### src/rtl/core/icv_pkg.sv
// Shared types, constants and the CRC-32 byte update for the image CRC verifier.
package icv_pkg;

    localparam int unsigned LEN_W  = 24;
    localparam int unsigned ADDR_W = 24;
    localparam int unsigned CRC_W  = 32;
    localparam int unsigned CFG_W  = 32;

    localparam logic [CRC_W-1:0] CRC_POLY = 32'hEDB8_8320;
    localparam logic [CRC_W-1:0] CRC_ONES = 32'hFFFF_FFFF;

    localparam logic [LEN_W-1:0]  MAX_IMAGE_BYTES_DEF   = 24'd262144;
    localparam logic [ADDR_W-1:0] SLOT_BASE_ADDRESS_DEF = 24'd0;

    typedef enum logic [1:0] {
        REG_IMAGE_LENGTH = 2'd0,
        REG_EXPECTED_CRC = 2'd1,
        REG_SLOT_ADDRESS = 2'd2,
        REG_UNUSED       = 2'd3
    } reg_index_t;

    typedef enum logic [1:0] {
        VERDICT_MATCH      = 2'd0,
        VERDICT_MISMATCH   = 2'd1,
        VERDICT_BAD_CONFIG = 2'd2,
        VERDICT_READ_FAULT = 2'd3
    } verdict_t;

    typedef struct packed {
        logic [7:0] data_byte;
        logic       read_fault;
    } in_word_t;

    typedef struct packed {
        verdict_t         verdict;
        logic [CRC_W-1:0] computed_crc;
    } out_word_t;

    typedef struct packed {
        logic             bad_config;
        logic [LEN_W-1:0] image_length;
        logic [CRC_W-1:0] expected_crc;
    } cfg_status_t;

    // reflected CRC-32, one byte, LSB first
    function automatic logic [CRC_W-1:0] crc32_byte(input logic [CRC_W-1:0] crc,
                                                    input logic [7:0] data);
        logic [CRC_W-1:0] c;
        c = crc ^ {24'd0, data};
        for (int k = 0; k < 8; k++) begin
            c = c[0] ? ((c >> 1) ^ CRC_POLY) : (c >> 1);
        end
        return c;
    endfunction

endpackage

### src/rtl/core/image_crc32_verifier.sv
// Top level of the image CRC-32 verifier.
// A result word is registered in the cycle after the byte word that gives it.
// Throughput: one byte word per cycle when s_ready is high; the byte-wide CRC
// update and count compare sit between the input port and result register.
// s_ready drops only while a result waits and m_ready is low.
// Synchronous active-low reset: config registers to zero, CRC to all ones,
// count to zero, no result pending.
module image_crc32_verifier #(
    parameter logic [icv_pkg::LEN_W-1:0]  MAX_IMAGE_BYTES   = icv_pkg::MAX_IMAGE_BYTES_DEF,
    parameter logic [icv_pkg::ADDR_W-1:0] SLOT_BASE_ADDRESS = icv_pkg::SLOT_BASE_ADDRESS_DEF
) (
    input  logic                      aclk,
    input  logic                      aresetn,
    input  logic                      cfg_wr_en,
    input  icv_pkg::reg_index_t       cfg_addr,
    input  logic [icv_pkg::CFG_W-1:0] cfg_wdata,
    input  logic                      s_valid,
    output logic                      s_ready,
    input  icv_pkg::in_word_t         s_data,
    output logic                      m_valid,
    input  logic                      m_ready,
    output icv_pkg::out_word_t        m_data
);

    icv_pkg::cfg_status_t cfg_status;

    icv_cfg #(
        .MAX_IMAGE_BYTES   (MAX_IMAGE_BYTES),
        .SLOT_BASE_ADDRESS (SLOT_BASE_ADDRESS)
    ) u_cfg (
        .aclk       (aclk),
        .aresetn    (aresetn),
        .cfg_wr_en  (cfg_wr_en),
        .cfg_addr   (cfg_addr),
        .cfg_wdata  (cfg_wdata),
        .cfg_status (cfg_status)
    );

    icv_core u_core (
        .aclk       (aclk),
        .aresetn    (aresetn),
        .cfg_status (cfg_status),
        .s_valid    (s_valid),
        .s_ready    (s_ready),
        .s_data     (s_data),
        .m_valid    (m_valid),
        .m_ready    (m_ready),
        .m_data     (m_data)
    );

endmodule

### src/rtl/core/icv_cfg.sv
// Configuration registers and the length / slot address check.
module icv_cfg #(
    parameter logic [icv_pkg::LEN_W-1:0]  MAX_IMAGE_BYTES   = icv_pkg::MAX_IMAGE_BYTES_DEF,
    parameter logic [icv_pkg::ADDR_W-1:0] SLOT_BASE_ADDRESS = icv_pkg::SLOT_BASE_ADDRESS_DEF
) (
    input  logic                      aclk,
    input  logic                      aresetn,
    input  logic                      cfg_wr_en,
    input  icv_pkg::reg_index_t       cfg_addr,
    input  logic [icv_pkg::CFG_W-1:0] cfg_wdata,
    output icv_pkg::cfg_status_t      cfg_status
);

    logic [icv_pkg::LEN_W-1:0]  image_length_reg;
    logic [icv_pkg::CRC_W-1:0]  expected_crc_reg;
    logic [icv_pkg::ADDR_W-1:0] slot_address_reg;

    always_ff @(posedge aclk) begin
        if (!aresetn) begin
            image_length_reg <= '0;
            expected_crc_reg <= '0;
            slot_address_reg <= '0;
        end else if (cfg_wr_en) begin
            case (cfg_addr)
                icv_pkg::REG_IMAGE_LENGTH: image_length_reg <= cfg_wdata[icv_pkg::LEN_W-1:0];
                icv_pkg::REG_EXPECTED_CRC: expected_crc_reg <= cfg_wdata[icv_pkg::CRC_W-1:0];
                icv_pkg::REG_SLOT_ADDRESS: slot_address_reg <= cfg_wdata[icv_pkg::ADDR_W-1:0];
                default: ;
            endcase
        end
    end

    always_comb begin
        cfg_status.image_length = image_length_reg;
        cfg_status.expected_crc = expected_crc_reg;
        cfg_status.bad_config   = (image_length_reg == '0) ||
                                  (image_length_reg > MAX_IMAGE_BYTES) ||
                                  (slot_address_reg != SLOT_BASE_ADDRESS);
    end

endmodule

### src/rtl/core/icv_core.sv
// CRC and byte count state with the registered result word.
module icv_core (
    input  logic                 aclk,
    input  logic                 aresetn,
    input  icv_pkg::cfg_status_t cfg_status,
    input  logic                 s_valid,
    output logic                 s_ready,
    input  icv_pkg::in_word_t    s_data,
    output logic                 m_valid,
    input  logic                 m_ready,
    output icv_pkg::out_word_t   m_data
);

    logic [icv_pkg::CRC_W-1:0] crc_reg, crc_next;
    logic [icv_pkg::LEN_W-1:0] count_reg, count_next;
    logic                      m_valid_reg, m_valid_next;
    icv_pkg::out_word_t        m_word_reg, m_word_next;

    logic                      accept;
    logic [icv_pkg::CRC_W-1:0] crc_upd;
    logic [icv_pkg::CRC_W-1:0] crc_final;
    logic [icv_pkg::LEN_W-1:0] count_upd;

    assign s_ready = !m_valid_reg || m_ready;
    assign accept  = s_valid && s_ready;
    assign m_valid = m_valid_reg;
    assign m_data  = m_word_reg;

    assign crc_upd   = icv_pkg::crc32_byte(crc_reg, s_data.data_byte);
    assign crc_final = crc_upd ^ icv_pkg::CRC_ONES;
    assign count_upd = count_reg + 1'b1;

    always_comb begin
        crc_next     = crc_reg;
        count_next   = count_reg;
        m_word_next  = m_word_reg;
        m_valid_next = m_valid_reg && !m_ready;
        if (accept) begin
            if (cfg_status.bad_config) begin
                crc_next                 = icv_pkg::CRC_ONES;
                count_next               = '0;
                m_valid_next             = 1'b1;
                m_word_next.verdict      = icv_pkg::VERDICT_BAD_CONFIG;
                m_word_next.computed_crc = '0;
            end else if (s_data.read_fault) begin
                crc_next                 = icv_pkg::CRC_ONES;
                count_next               = '0;
                m_valid_next             = 1'b1;
                m_word_next.verdict      = icv_pkg::VERDICT_READ_FAULT;
                m_word_next.computed_crc = '0;
            end else if (count_upd >= cfg_status.image_length) begin
                crc_next                 = icv_pkg::CRC_ONES;
                count_next               = '0;
                m_valid_next             = 1'b1;
                m_word_next.verdict      = (crc_final == cfg_status.expected_crc) ?
                                           icv_pkg::VERDICT_MATCH :
                                           icv_pkg::VERDICT_MISMATCH;
                m_word_next.computed_crc = crc_final;
            end else begin
                crc_next   = crc_upd;
                count_next = count_upd;
            end
        end
    end

    always_ff @(posedge aclk) begin
        if (!aresetn) begin
            crc_reg     <= icv_pkg::CRC_ONES;
            count_reg   <= '0;
            m_valid_reg <= 1'b0;
        end else begin
            crc_reg     <= crc_next;
            count_reg   <= count_next;
            m_valid_reg <= m_valid_next;
        end
    end

    always_ff @(posedge aclk) begin
        m_word_reg <= m_word_next;
    end

    a_bad_cfg_result: assert property (@(posedge aclk) disable iff (!aresetn)
        accept && cfg_status.bad_config |=>
            m_valid_reg && m_word_reg.verdict == icv_pkg::VERDICT_BAD_CONFIG &&
            m_word_reg.computed_crc == '0)
        else $error("bad configuration word did not give a failure result");

    a_fault_result: assert property (@(posedge aclk) disable iff (!aresetn)
        accept && !cfg_status.bad_config && s_data.read_fault |=>
            m_valid_reg && m_word_reg.verdict == icv_pkg::VERDICT_READ_FAULT)
        else $error("read fault word did not give a read fault result");

    a_clear_after_result: assert property (@(posedge aclk) disable iff (!aresetn)
        accept && m_valid_next |=> crc_reg == icv_pkg::CRC_ONES && count_reg == '0)
        else $error("run state not cleared after a result");

    a_fail_crc_zero: assert property (@(posedge aclk) disable iff (!aresetn)
        m_valid_reg && (m_word_reg.verdict == icv_pkg::VERDICT_BAD_CONFIG ||
                        m_word_reg.verdict == icv_pkg::VERDICT_READ_FAULT) |->
            m_word_reg.computed_crc == '0)
        else $error("failure result carries a nonzero CRC");

    a_no_overwrite: assert property (@(posedge aclk) disable iff (!aresetn)
        m_valid_reg && !m_ready |=> m_valid_reg && $stable(m_word_reg))
        else $error("pending result overwritten");

endmodule
### config.mk
export PLATFORM = sky130hd
export DESIGN_NAME = image_crc32_verifier
export DESIGN_NICKNAME = d
export VERILOG_FILES = /design/src/rtl/core/icv_pkg.sv /design/src/rtl/core/image_crc32_verifier.sv /design/src/rtl/core/icv_cfg.sv /design/src/rtl/core/icv_core.sv
export SDC_FILE = /design/constraint.sdc
export NUM_CORES = 1
export LEC_CHECK = 0
export ABC_CLOCK_PERIOD_IN_PS = 7010
export BUFFER_PORTS_ARGS = -buffer_cell sky130_fd_sc_hd__buf_4
export CORE_MARGIN = 5
export CORE_UTILIZATION = 30
export DETAILED_ROUTE_END_ITERATION = 6
export GPL_ROUTABILITY_DRIVEN = 0
export GPL_TIMING_DRIVEN = 0
export SYNTH_ARGS = -nofsm -noshare
export SYNTH_HDL_FRONTEND = slang
export SYNTH_SLANG_ARGS = --single-unit
### constraint.sdc
create_clock -name aclk -period 7.01 [get_ports aclk]
set_input_delay 0.3505 -clock aclk [delete_from_list [all_inputs] [get_ports aclk]]
set_output_delay 0.3505 -clock aclk [all_outputs]
set_load 0.02 [all_outputs]
==> metrics.csv <==
metric,value,unit
path_class,reg -> reg,
cts-htree-levels,4,
yosys.area.top_type,dfxtp_1,
postCtsSetupRepairBufs,0,
tns,0,ns
drtIter0Drc,480,
arrival,5.14,ns
synthesis.area,0.008554,mm2
slew_headroom,47.97,%
tightest_slew,0.7746,ns
crit_required,7.31,ns
syn-num-nets,1048,
ant_nets,0,
fp-row-count,61,
outcome,completed,
die_h,178.9,um
synth_top_area_share,32.06,%
start_kind,flop,
areaGrowthSynthToFinish,19.75,%
final_util,36.67,%
nFillCells,2904,
track_usage,14.95,%
hpwl,18.11,mm
clk_pin_slew,0.07,ns
grt_pass1_wl,36.69,mm
grt-ovfl-total,0,
synth_common_cells,"nand2_1, dfxtp_1, a21oi_1",
dp_cells,1437,
viasPerCell,4.712,
placed_area,0.009686,mm2
cp_max_fo,10,
rsz0062_at_grt,false,
slew_violations,0,
ys_ff_latch,171,
cts_hold_buffers,0,
port_buffers,83,
regArea,0.003764,mm2
grt_start_max_net_pins,27,
cts_tree,built,
cts_buffer_depth,2,
nNetsFinal,1151,
cts_root_buf,clkbuf_16,
drc,0,
stdcell_area,0.01024,mm2
grt_pass1_vias,6676,
start_util,30.62,%
postSynthAreaPerCell,8.774,um2
multi_input_comb_area,0.004507,mm2
ir_drop,0.0001057,V
hp-class,in -> reg,
cts_sinks,171,
min_period,4.839,ns
cts.repair.resized,0,
async_flop_share,0,%
synthTopCellsByArea,"dfxtp_1, edfxtp_1, nand2_1",
synthMostInstantiatedCell,nand2_1,
die_x,178.9,um
wirelength,23.28,mm
clock_skew,0.01498,ns
dr_total_vias,6917,
fin_crit_sh,69.03,%
leakage,0.003850,uW
instances_no_fill,1468,
clk_latency,0.44,ns
dr.pass1.iters,5,
timing.max_cap.violations,0,
largest_reg_flops,34,
yosys_warnings,0,
synth_ff_type,dfxtp_1,
p_per_area,275.7,mW/mm2
antenna_found_initial,0,
numCtsBuffers,17,
io_pins,84,
die_area,0.03199,mm2
timing.fmax,0.2067,GHz
antennaDiodeCount,0,
layout-drive-gt1-share,13.39,%
end_kind,flop,
hold_viol_final,0,
syn_inst,975,
setup_violations,0,
hold_ws,0.1578,ns
synth_edf_count,34,
wire_per_inst,15.86,um
ys_types,53,
core-area,0.02793,mm2
synth-seq-area-share,44.00,%
[critical path, cell delays in order (launching register included)]
cell and delay, ns:
dfxtp_1 0.41, ha_1 0.23, and3_1 0.24, nand4_1 0.18, or4_1 0.64, nor2_1 0.29, and3_1 0.23, nand3_1 0.10
xnor2_1 0.24, ha_1 0.27, nand2_1 0.10, nor3_1 0.08, and3_1 0.16, a221oi_1 0.32, o2111ai_1 0.28, a21oi_2 0.44
buf_2 0.34, o211ai_1 0.13
[power by group]
part	total [uW]	internal, uW	switching (uW)
Combinational	798	305	493
Clock	919	521	399
Sequential	1110	1070	39.2
[metal layers]
metal / GRT usage [%] / part of all wire [%] / vias to the layer above
li1: - / - / 3458
met3: 3.269 / 6.5 / 23
met2: 23.60 / 46 / 193
met5: 0 / 0 / -
met1: 20.53 / 46 / 3243
met4: 4.413 / 1.5 / 0
[cell families (layout without fill, tap and decap cells)]
kind of cell,count (synthesis),after routing,share of synthesized area (%)
AND/OR/NAND/NOR,424,424,21.53
flip-flops,171,171,44.00
XOR/XNOR,141,141,17.55
AO/OA/AOI/OAI,136,136,9.624
buffers and inverters,76,191,3.408
adder cells (fa/ha/maj),25,25,3.657
multiplexers,2,2,0.2340
[final cells by class]
| class | instances | area share, % |
|---|---|---|
| Timing Repair Buffer | 84 | 6.352 |
| Sequential cell | 171 | 36.74 |
| Clock inverter | 12 | 1.221 |
| Buffer | 48 | 1.820 |
| Tap cell | 378 | 4.617 |
| Inverter | 28 | 1.026 |
| Multi-Input combinational cell | 728 | 44.00 |
| Clock buffer | 19 | 4.226 |
[cell usage in the layout, fill, tap and decap left out, drive strengths merged, types with 10 or more instances in the layout]
cell type	count
buf	89
o211ai	10
nand4	16
clkbuf	62
nand3	35
nor2	63
xor2	61
xnor2	80
nand2	247
edfxtp	34
nor4	16
dfxtp	137
ha	25
a21oi	92
inv	30
[final timing paths]
| check | start | endpoint | slack (ns) | cells after the start |
|---|---|---|---|---|
| worst max-delay path | u_core.count_reg[0] | u_core.crc_reg[20] | 2.17 | 17 |
| worst min-delay path | cfg_wdata[24] | u_cfg.expected_crc_reg[24] | 0.16 | 3 |
| worst min register to register | u_cfg.slot_address_reg[20] | u_cfg.slot_address_reg[20] | 0.46 | 2 |
| worst max register to register | u_core.count_reg[0] | u_core.crc_reg[20] | 2.17 | 17 |
[per-stage QoR]
stage | power [uW] | setup WS [ns]
6_report | 2824 | 2.171
5_1_grt | 2956 | 1.816
4_1_cts | 2842 | 2.139
3_5_place_dp | 1925 | 2.175
3_3_place_gp | 1918 | 0.8261
2_1_floorplan | 1670 | 2.032
Power figures use the tool's default switching activity.
